==> src/sv/fcpwm_pkg.sv <==
package fcpwm_pkg;

	localparam int NUM_CH  = 4;
	localparam int CNT_W   = 16;
	localparam int CFG_W   = 16;
	localparam int CFG_IDX_W = 3;

	typedef enum logic [1:0] {
		OP_TICK         = 2'd0,
		OP_WR_COMPARE   = 2'd1,
		OP_WR_RELOAD    = 2'd2,
		OP_FORCE_UPDATE = 2'd3
	} op_t;

	localparam logic [1:0] MODE_TOGGLE = 2'd0;
	localparam logic [1:0] MODE_PWM1   = 2'd1;
	localparam logic [1:0] MODE_PWM2   = 2'd2;

	localparam logic [CFG_IDX_W-1:0] CFG_PRESCALE_DIV     = 3'd0;
	localparam logic [CFG_IDX_W-1:0] CFG_OUTPUT_MODE      = 3'd1;
	localparam logic [CFG_IDX_W-1:0] CFG_CHANNEL_ENABLE   = 3'd2;
	localparam logic [CFG_IDX_W-1:0] CFG_CHANNEL_POLARITY = 3'd3;
	localparam logic [CFG_IDX_W-1:0] CFG_COUNTER_ENABLE   = 3'd4;

	typedef struct packed {
		op_t               op;
		logic [NUM_CH-1:0] channel_mask;
		logic [CNT_W-1:0]  value;
	} pwm_in_t;

	typedef struct packed {
		logic [NUM_CH-1:0] channel_out;
		logic [CNT_W-1:0]  count_now;
		logic              update_event;
		logic [NUM_CH-1:0] compare_match;
	} pwm_out_t;

endpackage

==> src/sv/four_channel_pwm_timer.sv <==
// Four-channel edge-aligned up-counting timer with output compare. Each accepted
// item is a tick, a compare write, a reload write or a forced update, and yields
// exactly one result carrying the channel levels, the counter value and the
// update and match flags. The block takes one item per clock cycle unless the
// result register is full and out_ready is low; each item passes through the
// input register and then the result register, and in_ready follows out_ready
// within the same cycle when both registers are full. The counter and compare
// update is combinational between those two registers.
module four_channel_pwm_timer (
	input  logic                                  clk,
	input  logic                                  arst_n,
	input  logic                                  in_valid,
	output logic                                  in_ready,
	input  fcpwm_pkg::pwm_in_t                    in_data,
	output logic                                  out_valid,
	input  logic                                  out_ready,
	output fcpwm_pkg::pwm_out_t                   out_data,
	input  logic                                  cfg_write,
	input  logic [fcpwm_pkg::CFG_IDX_W-1:0]       cfg_index,
	input  logic [fcpwm_pkg::CFG_W-1:0]           cfg_data
);
	import fcpwm_pkg::*;

	// Configuration registers.
	logic [CNT_W-1:0]  prescale_div_q;
	logic [1:0]        output_mode_q;
	logic [NUM_CH-1:0] channel_enable_q;
	logic [NUM_CH-1:0] channel_polarity_q;
	logic              counter_enable_q;

	// Timer state.
	logic [CNT_W-1:0]  prescale_count_q;
	logic [CNT_W-1:0]  main_count_q;
	logic [CNT_W-1:0]  reload_buf_q;
	logic [CNT_W-1:0]  reload_act_q;
	logic [CNT_W-1:0]  cmp_buf_q [NUM_CH];
	logic [CNT_W-1:0]  cmp_act_q [NUM_CH];
	logic [NUM_CH-1:0] toggle_q;

	// Pipeline.
	logic              valid_s1;
	pwm_in_t           item_s1;
	logic              out_valid_q;
	pwm_out_t          out_q;
	logic              step_s1;

	// Next-state values.
	logic [CNT_W-1:0]  prescale_count_d;
	logic [CNT_W-1:0]  main_count_d;
	logic [CNT_W-1:0]  reload_buf_d;
	logic [CNT_W-1:0]  reload_act_d;
	logic [CNT_W-1:0]  cmp_buf_d [NUM_CH];
	logic [CNT_W-1:0]  cmp_act_d [NUM_CH];
	logic [NUM_CH-1:0] toggle_d;
	logic              load_d;
	logic [NUM_CH-1:0] match_d;
	logic [NUM_CH-1:0] level_d;

	assign step_s1   = valid_s1 && (!out_valid_q || out_ready);
	assign in_ready  = !valid_s1 || step_s1;
	assign out_valid = out_valid_q;
	assign out_data  = out_q;

	always_comb begin
		logic advance;
		logic ref_lvl;
		logic below;
		prescale_count_d = prescale_count_q;
		main_count_d     = main_count_q;
		reload_buf_d     = reload_buf_q;
		toggle_d         = toggle_q;
		load_d           = 1'b0;
		match_d          = '0;
		advance          = 1'b0;
		for (int c = 0; c < NUM_CH; c++) begin
			cmp_buf_d[c] = cmp_buf_q[c];
		end
		unique case (item_s1.op)
			OP_TICK: begin
				if (counter_enable_q) begin
					if (prescale_count_q >= prescale_div_q) begin
						prescale_count_d = '0;
						advance          = 1'b1;
					end else begin
						prescale_count_d = prescale_count_q + 1'b1;
					end
				end
				if (advance) begin
					if (main_count_q >= reload_act_q) begin
						main_count_d = '0;
						load_d       = 1'b1;
					end else begin
						main_count_d = main_count_q + 1'b1;
					end
				end
			end
			OP_WR_COMPARE: begin
				for (int c = 0; c < NUM_CH; c++) begin
					if (item_s1.channel_mask[c]) begin
						cmp_buf_d[c] = item_s1.value;
					end
				end
			end
			OP_WR_RELOAD: begin
				reload_buf_d = item_s1.value;
			end
			OP_FORCE_UPDATE: begin
				main_count_d     = '0;
				prescale_count_d = '0;
				load_d           = 1'b1;
			end
			default: begin
			end
		endcase

		// On a wrap the freshly loaded compares are the ones checked at zero.
		reload_act_d = load_d ? reload_buf_q : reload_act_q;
		for (int c = 0; c < NUM_CH; c++) begin
			cmp_act_d[c] = load_d ? cmp_buf_q[c] : cmp_act_q[c];
		end

		for (int c = 0; c < NUM_CH; c++) begin
			if (advance && (main_count_d == cmp_act_d[c])) begin
				match_d[c] = 1'b1;
				if (output_mode_q == MODE_TOGGLE) begin
					toggle_d[c] = ~toggle_q[c];
				end
			end
		end

		for (int c = 0; c < NUM_CH; c++) begin
			below = main_count_d < cmp_act_d[c];
			unique case (output_mode_q)
				MODE_TOGGLE: ref_lvl = toggle_d[c];
				MODE_PWM1:   ref_lvl = below;
				MODE_PWM2:   ref_lvl = ~below;
				default:     ref_lvl = 1'b0;
			endcase
			level_d[c] = channel_enable_q[c] & (ref_lvl ^ channel_polarity_q[c]);
		end
	end

	always_ff @(posedge clk or negedge arst_n) begin
		if (!arst_n) begin
			prescale_div_q     <= '0;
			output_mode_q      <= MODE_PWM1;
			channel_enable_q   <= '0;
			channel_polarity_q <= '0;
			counter_enable_q   <= 1'b0;
		end else if (cfg_write) begin
			unique case (cfg_index)
				CFG_PRESCALE_DIV:     prescale_div_q     <= cfg_data[CNT_W-1:0];
				CFG_OUTPUT_MODE:      output_mode_q      <= cfg_data[1:0];
				CFG_CHANNEL_ENABLE:   channel_enable_q   <= cfg_data[NUM_CH-1:0];
				CFG_CHANNEL_POLARITY: channel_polarity_q <= cfg_data[NUM_CH-1:0];
				CFG_COUNTER_ENABLE:   counter_enable_q   <= cfg_data[0];
				default: begin
				end
			endcase
		end
	end

	always_ff @(posedge clk or negedge arst_n) begin
		if (!arst_n) begin
			prescale_count_q <= '0;
			main_count_q     <= '0;
			reload_buf_q     <= '1;
			reload_act_q     <= '1;
			toggle_q         <= '0;
			for (int c = 0; c < NUM_CH; c++) begin
				cmp_buf_q[c] <= '0;
				cmp_act_q[c] <= '0;
			end
		end else if (step_s1) begin
			prescale_count_q <= prescale_count_d;
			main_count_q     <= main_count_d;
			reload_buf_q     <= reload_buf_d;
			reload_act_q     <= reload_act_d;
			toggle_q         <= toggle_d;
			for (int c = 0; c < NUM_CH; c++) begin
				cmp_buf_q[c] <= cmp_buf_d[c];
				cmp_act_q[c] <= cmp_act_d[c];
			end
		end
	end

	always_ff @(posedge clk or negedge arst_n) begin
		if (!arst_n) begin
			valid_s1    <= 1'b0;
			out_valid_q <= 1'b0;
		end else begin
			if (in_ready) begin
				valid_s1 <= in_valid;
			end
			if (step_s1) begin
				out_valid_q <= 1'b1;
			end else if (out_ready) begin
				out_valid_q <= 1'b0;
			end
		end
	end

	always_ff @(posedge clk) begin
		if (in_ready && in_valid) begin
			item_s1 <= in_data;
		end
		if (step_s1) begin
			out_q.channel_out   <= level_d;
			out_q.count_now     <= main_count_d;
			out_q.update_event  <= load_d;
			out_q.compare_match <= match_d;
		end
	end

endmodule
==> config.mk <==
export PLATFORM = sky130hd
export DESIGN_NAME = four_channel_pwm_timer
export DESIGN_NICKNAME = d
export VERILOG_FILES = /design/src/sv/fcpwm_pkg.sv /design/src/sv/four_channel_pwm_timer.sv
export SDC_FILE = /design/constraint.sdc
export NUM_CORES = 1
export LEC_CHECK = 0
export ABC_CLOCK_PERIOD_IN_PS = 4900
export BUFFER_PORTS_ARGS = -buffer_cell sky130_fd_sc_hd__buf_2
export CORE_UTILIZATION = 55
export CTS_CLUSTER_SIZE = 28
export DETAILED_ROUTE_END_ITERATION = 8
export GPL_TIMING_DRIVEN = 0
export PLACE_DENSITY_LB_ADDON = 0.25
export SYNTH_ARGS = -nofsm -noshare
export SYNTH_HDL_FRONTEND = slang
export SYNTH_SLANG_ARGS = --single-unit
==> constraint.sdc <==
create_clock -name clk -period 4.9 [get_ports clk]
set_input_delay 0.49 -clock clk [delete_from_list [all_inputs] [get_ports clk]]
set_output_delay 0.49 -clock clk [all_outputs]
set_load 0.01 [all_outputs]
==> impl_summary.log, run 1 <==
INFO  metric status = finished, violations left
INFO  metric violations = negative hold slack, negative setup slack
INFO  metric avgRoutedWirePerCell = 20.25 um
INFO  metric count_of_endpoints_failing_hold_in_the_final_timing_report = 9
INFO  metric dieWidth = 161.3 um
INFO  metric grt_pass1_wl = 52480 um
INFO  metric first_global_vias = 9760
INFO  metric final_layout_size_suffix_gt1_share = 32.93%
INFO  metric max_capacitance_violation_total = 0
INFO  metric multi_input_comb_area = 6922 um^2
INFO  metric clock_sink_count = 272
INFO  metric synth_most_common_cell = sky130_fd_sc_hd__dfrtp_1
INFO  metric crit_path_slowest_cell = sky130_fd_sc_hd__dfrtp_2
INFO  metric fp.dieArea = 26020 um^2
INFO  metric track_usage = 26.11%
INFO  metric portBuffers = 72
INFO  metric r2r_end = out_data[21]
INFO  metric synth.distinct_cells = 62
INFO  metric initial_core_util = 56.74%
INFO  metric timing.fmax = 203.6 MHz
INFO  metric boundaryPins = 73
INFO  metric power.density_cell_area = 489.5 nW/um^2
INFO  metric detailedRoute.firstIterationViolations = 733
INFO  metric route.antenna.remaining_nets = 0
INFO  metric timing.final.crit_share = 100.2%
INFO  metric r2r_slack = -10 ps
INFO  metric post-place-ws = -1325 ps
INFO  metric detail_route.wirelength = 33260 um
INFO  metric viasPerCell = 5.892
INFO  metric critical_path.reg2reg.startpoint = prescale_count_q[10]
INFO  metric finalWeightedCongestion = 0.9174
INFO  metric synth_common_cells = sky130_fd_sc_hd__dfrtp_1 (192), sky130_fd_sc_hd__mux2_2 (146), sky130_fd_sc_hd__ha_1 (102)
INFO  metric post_synth.cell_area_avg = 12.16 um^2
INFO  metric finalClockSkew = 10.50 ps
INFO  metric ir_drop = 326.8 uV
INFO  metric synth_async_sr_flop_share = 82.72%
INFO  metric totalPowerFinal = 0.008186 W
INFO  metric clock_tree.root_cell = sky130_fd_sc_hd__clkbuf_16
INFO  metric util_after_layout = 67.96%
INFO  metric finish.net_count = 1442
INFO  metric drc = 0
INFO  metric synth_cells = 1148
INFO  metric layoutNonFillerInstCount = 1642
INFO  metric criticalPathCategory = register to register
INFO  metric n_diodes = 0
INFO  metric crit_path_required_time = 5190 ps
INFO  metric syn2layout_area_growth = 19.78%
INFO  metric ys_dominant_reg_cell = sky130_fd_sc_hd__dfrtp_1
INFO  metric setup_viol = 1
INFO  metric dp.cells = 1545
INFO  metric cts_hold_repair.buffers = 0
INFO  metric period_needed = 4912 ps
INFO  metric max_stage_delay = 450 ps
INFO  metric yosysTopAreaCell = sky130_fd_sc_hd__dfrtp_1
INFO  metric synth_top_cells_by_area = sky130_fd_sc_hd__dfrtp_1 (34%), sky130_fd_sc_hd__mux2_2 (12%), sky130_fd_sc_hd__edfxtp_1 (10%)
INFO  metric std_cell_rows = 57
INFO  metric cts_buffers = 30
INFO  metric list_of_cells_traversed_by_the_critical_path = ha_1, and4_4, nand2_1, o311a_1, buf_6, a211oi_4, buf_4, nand2_1, or3_4, a21oi_4, ha_1, and4_4, a221o_1, a221oi_4, nand2_2, a221oi_4, mux2i_1
INFO  metric die_outline_height = 161.3 um
INFO  metric max_slew_violation_total_from_the_final_report = 0
INFO  metric critical_path_buf_inv_count = 2
INFO  metric clockBufferDepth = 3
INFO  metric final_critical_path_setup_slack = -12.02 ps
INFO  metric synth_seq_area_share = 50.74%
INFO  metric worst_r2r_path_depth = 17
INFO  metric clk_pin_slew_worst_paths = 60 ps
INFO  metric dp.final_hpwl = 23130 um
INFO  metric number_of_synthesized_flops_with_an_enable_pin = 47
INFO  metric worst-endpoint-arrival = 5200 ps
INFO  metric setup.worst_path.start_class = register
INFO  metric syn-num-nets = 1296
INFO  metric via_count = 9674
INFO  metric grt_setup_unrepaired = true
INFO  metric grt_max_degree = 115
INFO  metric grt.overflow.total = 0
INFO  metric seq_area = 7087 um^2
INFO  metric yosys_register_bits = 272
INFO  metric tightestPinTransition = 1347 ps
INFO  metric yosys.area.top_type_share = 34.42%
INFO  metric cts_tree = yes
INFO  metric placeableCoreArea = 24600 um^2
INFO  metric critical_path_peak_fanout = 9
INFO  metric dr.pass1.iters = 5
INFO  metric min-delay-path-class = input pin to asynchronous set/reset pin
INFO  metric num-fill-cells = 1757
INFO  metric synth_warn = 0
INFO  metric crit_path_end_kind = register
INFO  metric slew_headroom = 10.21%
INFO  metric leakage_power_total = 7.255 nW
INFO  metric synth.cell_area = 13960 um^2
INFO  metric clkLatencyLatePin = 550 ps
INFO  metric number_of_h_tree_levels = 1
INFO  metric critical_path.top_delay_family = compound AO/OA/AOI/OAI gates
INFO  metric hold-worst-slack = -24.39 ps
INFO  metric antenna_violations_before_repair = 1
-- through the flow --
step | setup TNS [ps] | instance area [um^2] | hold slack [ps]
floorplan | 0 | 13960 | 194.4
global placement | -112400 | 14730 | 461.7
detailed placement | -6787 | 14760 | 469.3
CTS | -47.19 | 16320 | 41.49
global route | -401.9 | 16720 | 52.50
finish | -12.02 | 16720 | -24.39
-- layer usage --
layer / track usage [%] / vias up / share of wire [%]
met2: 41.73 / 222 / 47
met5: 0 / - / 0.039
met3: 3.852 / 63 / 4.1
met1: 36.52 / 4889 / 46
li1: - / 4498 / -
met4: 9.091 / 2 / 3.2
-- cell families (layout without fill, tap and decap cells) --
kind of cell,count (synthesis),after routing,share of synthesized area [%]
xor gates and xnor gates,27,27,1.694
DFF,272,272,50.74
buffers and inverters,84,254,2.994
adders and majority gates,102,102,9.142
and+or+nand+nor,272,272,9.698
AOI/OAI and AO/OA,161,161,7.771
muxes,230,230,17.96
-- timing repair --
action                     4_1_cts  5_1_grt
hold endpoints to repair         0        0
setup buffers                   21       20
cloned                           0        1
setup endpoints to repair       12        4
gates resized for setup         73       44
pin swaps                       22       25
-- power by group --
part | switching, W | internal (W) | total [W]
Clock | 0.000898 | 0.00152 | 0.00242
Sequential | 0.000384 | 0.00300 | 0.00339
Combinational | 0.00119 | 0.00119 | 0.00238
Total | 0.00247 | 0.00572 | 0.00819
-- worst max path at each step --
stage                         start      endpoint  depth (start not counted)
6_report       prescale_count_q[10]  out_data[21]                         17
5_1_grt            reload_act_q[10]  out_data[21]                         20
3_3_place_gp   prescale_count_q[11]  out_data[21]                         17
2_1_floorplan  prescale_count_q[15]  out_data[21]                         19
4_1_cts            reload_act_q[14]  out_data[21]                         20
3_5_place_dp   prescale_count_q[11]  out_data[21]                         17
-- worst register-to-register path: cells and delay by family, from the launching register on --
family          cells  cell delay (ps)
flops               1              450
compound gates      6             2000
buf+inv             2              360
mux                 1              110
simple gates        6             1120
fa+ha+maj           2              640
-- registers in the layout, indices dropped and copies added (netlist names), 16 cells and up --
| register | count |
|---|---|
| out_data | 25 |
| prescale_div_q | 16 |
| cmp_act_q | 64 |
| main_count_q | 16 |
| cmp_buf_q | 64 |
| item_s1 | 22 |
| reload_act_q | 16 |
| reload_buf_q | 16 |
| prescale_count_q | 16 |
-- cell type report --
class | instances | share of cell area (%)
Sequential cell | 272 | 42.38
Clock inverter | 14 | 1.167
Clock buffer | 42 | 5.320
Timing Repair Buffer | 115 | 4.467
Inverter | 47 | 1.055
Buffer | 36 | 1.788
Tap cell | 324 | 2.424
Multi-Input combinational cell | 792 | 41.39
-- layout by cell type, fill, tap and decap left out, types with 8 or more instances in the layout --
cell type                   instances
sky130_fd_sc_hd__a21o_1            11
sky130_fd_sc_hd__a21oi_1           23
sky130_fd_sc_hd__and3_1            15
sky130_fd_sc_hd__buf_2             72
sky130_fd_sc_hd__buf_4             41
sky130_fd_sc_hd__buf_6             11
sky130_fd_sc_hd__clkbuf_1          22
sky130_fd_sc_hd__clkbuf_16         34
sky130_fd_sc_hd__dfrtp_1          189
sky130_fd_sc_hd__dfstp_2           33
sky130_fd_sc_hd__edfxtp_1          47
sky130_fd_sc_hd__ha_1              95
sky130_fd_sc_hd__inv_1             42
sky130_fd_sc_hd__mux2_1            18
sky130_fd_sc_hd__mux2_2           145
sky130_fd_sc_hd__mux2i_1           58
sky130_fd_sc_hd__nand2_1           95
sky130_fd_sc_hd__nand2b_1          13
sky130_fd_sc_hd__nand3_1           31
sky130_fd_sc_hd__nand4_1           23
sky130_fd_sc_hd__nor2_1            36
sky130_fd_sc_hd__nor2_4             9
sky130_fd_sc_hd__o211ai_1           9
sky130_fd_sc_hd__o21a_1             8
sky130_fd_sc_hd__o21ai_0           40
sky130_fd_sc_hd__o22ai_1           15
sky130_fd_sc_hd__xor2_1            18
Power figures use the tool's default switching activity.
==> run 2, diff against run 1 <==
Settings changed: ABC_AREA set to 1.
==> impl_summary.log, run 2 <==
INFO  metric status = finished, final reports clean
INFO  metric worstSetupPathDepth = 22
INFO  metric std_cell_rows = 59
INFO  metric cts_tree = yes
INFO  metric critical_path.top_delay_family = simple AND/OR/NAND/NOR gates
INFO  metric detailedRoute.firstIterationViolations = 1054
INFO  metric hold_depth = 1
INFO  metric grt_pass1_wl = 59730 um
INFO  metric placeableCoreArea = 26060 um^2
INFO  metric post_synth.cell_area_avg = 8.758 um^2
INFO  metric synth_warn = 0
INFO  metric finish.net_count = 1921
INFO  metric min-delay-path-class = input pin to register
INFO  metric synth_most_common_cell = sky130_fd_sc_hd__nand2_1
INFO  metric clock_sink_count = 272
INFO  metric crit_path_end = out_data[21]
INFO  metric route.antenna.remaining_nets = 0
INFO  metric finalWeightedCongestion = 0.9197
INFO  metric yosys.area.top_type_share = 32.93%
INFO  metric worst-endpoint-arrival = 4750 ps
INFO  metric cts_post_setup_buffers_inserted = 0
INFO  metric final_cell_mix = sky130_fd_sc_hd__nand2_1 (404), sky130_fd_sc_hd__inv_1 (205), sky130_fd_sc_hd__dfrtp_1 (192), sky130_fd_sc_hd__o21ai_0 (146), sky130_fd_sc_hd__ha_1 (102)
INFO  metric die_outline_height = 164.9 um
INFO  metric drc = 0
INFO  metric grt_setup_unrepaired = false
INFO  metric leakage_power_total = 7.842 nW
INFO  metric synth.cell_area = 14590 um^2
INFO  metric via_count = 11.76k
INFO  metric worst_r2r_path_depth = 22
INFO  metric grt_max_degree = 130
INFO  metric clk_pin_slew_worst_paths = 60 ps
INFO  metric max_stage_delay = 560 ps
INFO  metric crit_path_end_kind = register
INFO  metric avgRoutedWirePerCell = 17.85 um
INFO  metric final_critical_path_setup_slack = 467.9 ps
INFO  metric initial_core_util = 55.99%
INFO  metric number_of_h_tree_levels = 1
INFO  metric ys_dominant_reg_cell = sky130_fd_sc_hd__dfrtp_1
INFO  metric criticalPathCategory = register to register
INFO  metric r2r_end = out_data[21]
INFO  metric power.density_cell_area = 537.9 nW/um^2
INFO  metric setup.worst_path.start_class = register
INFO  metric dieWidth = 164.9 um
INFO  metric setup_viol = 0
INFO  metric grt.overflow.total = 0
INFO  metric r2r_slack = 470 ps
INFO  metric synth_seq_area_share = 48.55%
INFO  metric critical_path.reg2reg.startpoint = reload_act_q[15]
INFO  metric max_capacitance_violation_total = 0
INFO  metric clkLatencyLatePin = 580 ps
INFO  metric synth_async_sr_flop_share = 82.72%
INFO  metric max_slew_violation_total_from_the_final_report = 0
INFO  metric syn2layout_area_growth = 13.39%
INFO  metric viasPerCell = 5.515
INFO  metric cts_buffers = 30
INFO  metric totalPowerFinal = 0.008899 W
INFO  metric setup_total_negative_slack = 0 ps
INFO  metric timing.final.crit_share = 90.45%
INFO  metric ir_drop = 413.5 uV
INFO  metric syn-num-nets = 1814
INFO  metric critical_path_buf_inv_count = 3
INFO  metric finalClockSkew = 32.15 ps
INFO  metric layoutNonFillerInstCount = 2132
INFO  metric critical_path_peak_fanout = 10
INFO  metric crit_path_slowest_cell = sky130_fd_sc_hd__dfstp_2
INFO  metric dp.cells = 2075
INFO  metric synth_top_cells_by_area = sky130_fd_sc_hd__dfrtp_1 (33%), sky130_fd_sc_hd__nand2_1 (10%), sky130_fd_sc_hd__edfxtp_1 (9.7%)
INFO  metric post-place-ws = -188.0 ps
INFO  metric antenna_violations_before_repair = 0
INFO  metric first_global_vias = 11.18k
INFO  metric clock_tree.root_cell = sky130_fd_sc_hd__clkbuf_16
INFO  metric detail_route.wirelength = 38050 um
INFO  metric synth_cells = 1666
INFO  metric final_layout_size_suffix_gt1_share = 16.75%
INFO  metric dp.final_hpwl = 27570 um
INFO  metric tightestPinTransition = 945.0 ps
INFO  metric crit_path_required_time = 5210 ps
INFO  metric track_usage = 28.88%
INFO  metric dr.pass1.iters = 5
INFO  metric portBuffers = 72
INFO  metric synth.distinct_cells = 39
INFO  metric yosysTopAreaCell = sky130_fd_sc_hd__dfrtp_1
INFO  metric n_diodes = 0
INFO  metric clockBufferDepth = 3
INFO  metric boundaryPins = 73
INFO  metric yosys_register_bits = 272
INFO  metric period_needed = 4432 ps
INFO  metric list_of_cells_traversed_by_the_critical_path = inv_1, ha_1, nand4_1, nor3_1, nand3_1, nand3_1, nand2_2, o21bai_4, nand2_4, clkinv_2, buf_2, o21ai_2, ha_1, nand2_1, nor2_1, a21oi_1, o21ai_1, nand2_1, o21ai_0, nand3_1, nand2_1, nor2_1
INFO  metric count_of_endpoints_failing_hold_in_the_final_timing_report = 0
INFO  metric layout_commonest_cell = sky130_fd_sc_hd__nand2_1
INFO  metric num-fill-cells = 2220
INFO  metric synth_common_cells = sky130_fd_sc_hd__nand2_1 (404), sky130_fd_sc_hd__inv_1 (205), sky130_fd_sc_hd__dfrtp_1 (192)
INFO  metric fp.dieArea = 27180 um^2
INFO  metric timing.fmax = 225.6 MHz
INFO  metric number_of_synthesized_flops_with_an_enable_pin = 47
INFO  metric slew_headroom = 37.00%
INFO  metric timing.critical_path.from = reload_act_q[15]
## run 2: cell count changes after synthesis, sizes merged, moves of 31 or more
cell,delta
inv,+159
a21oi,+43
nand3,+31
nand2,+329
mux2i,-66
nor2,+36
mux2,-164
o21ai,+242
## run 2: how the worst min path moves through the flow
| stage | startpoint | to | slack [ps] |
|---|---|---|---|
| after floorplan | arst_n | channel_enable_q[0] | 190 |
| after global placement | reload_buf_q[15] | reload_act_q[15] | 460 |
| after detailed placement | reload_buf_q[15] | reload_act_q[15] | 460 |
| after CTS | in_data[12] | item_s1[12] | 70 |
| after global routing | in_data[14] | item_s1[14] | 70 |
| final | in_data[12] | item_s1[12] | 80 |
## run 2: layout make-up
type                       count  area (um^2)  share of cell area, %
sequential                   272         7083                  42.81
multi-input combinational   1122         6362                  38.46
buffer                        63        422.9                  2.556
clock buffer                  42        909.6                  5.498
tap                          335        419.2                  2.534
timing repair buffer          75        415.4                  2.511
inverter                     209        785.8                  4.750
clock inverter                14        145.1                 0.8773
## run 2: cell families after synthesis
family,synth area share (%)
AND/OR/NAND/NOR,17.75
AO/OA/AOI/OAI,15.30
buffers and inverters,8.275
flip-flops,48.55
adder cells (fa/ha/maj),8.747
XOR/XNOR,1.381
## run 2: worst register-to-register path, delay by kind of cell (launching register included)
family / cells / cell delay (ps)
simple gates: 12 / 1590
compound gates: 5 / 890
fa+ha+maj: 2 / 630
flops: 1 / 560
buf+inv: 3 / 520
## run 2: repair_timing
action,in CTS,in global routing
hold buffers,1,0
hold endpoints to repair,9,0
endpoints found under the setup margin,4,5
resized for setup,4,16
## run 2: power by group
part,internal (W),switching (W)
registers,0.00311,0.000516
clock network,0.00140,0.000941
logic,0.00113,0.00180
total,0.00565,0.00325
## run 2: metrics by stage
stage | utilization [%] | instance area [um^2] | hold slack [ps]
5_1_grt | 63.48 | 16540 | 70.70
2_1_floorplan | - | 14590 | 194.4
4_1_cts | 63.24 | 16480 | 65.15
3_3_place_gp | 58.98 | 15370 | 463.8
6_report | 63.48 | 16540 | 82.99
3_5_place_dp | 59.16 | 15420 | 462.3
## run 2: layer usage
| layer | track usage [%] | up-vias | share of wire, % |
|---|---|---|---|
| met5 | 0 | - | 0 |
| met4 | 10.59 | 0 | 3.5 |
| met3 | 4.646 | 82 | 6.7 |
| met2 | 45.70 | 392 | 45 |
| met1 | 40.01 | 5579 | 45 |
| li1 | - | 5706 | - |
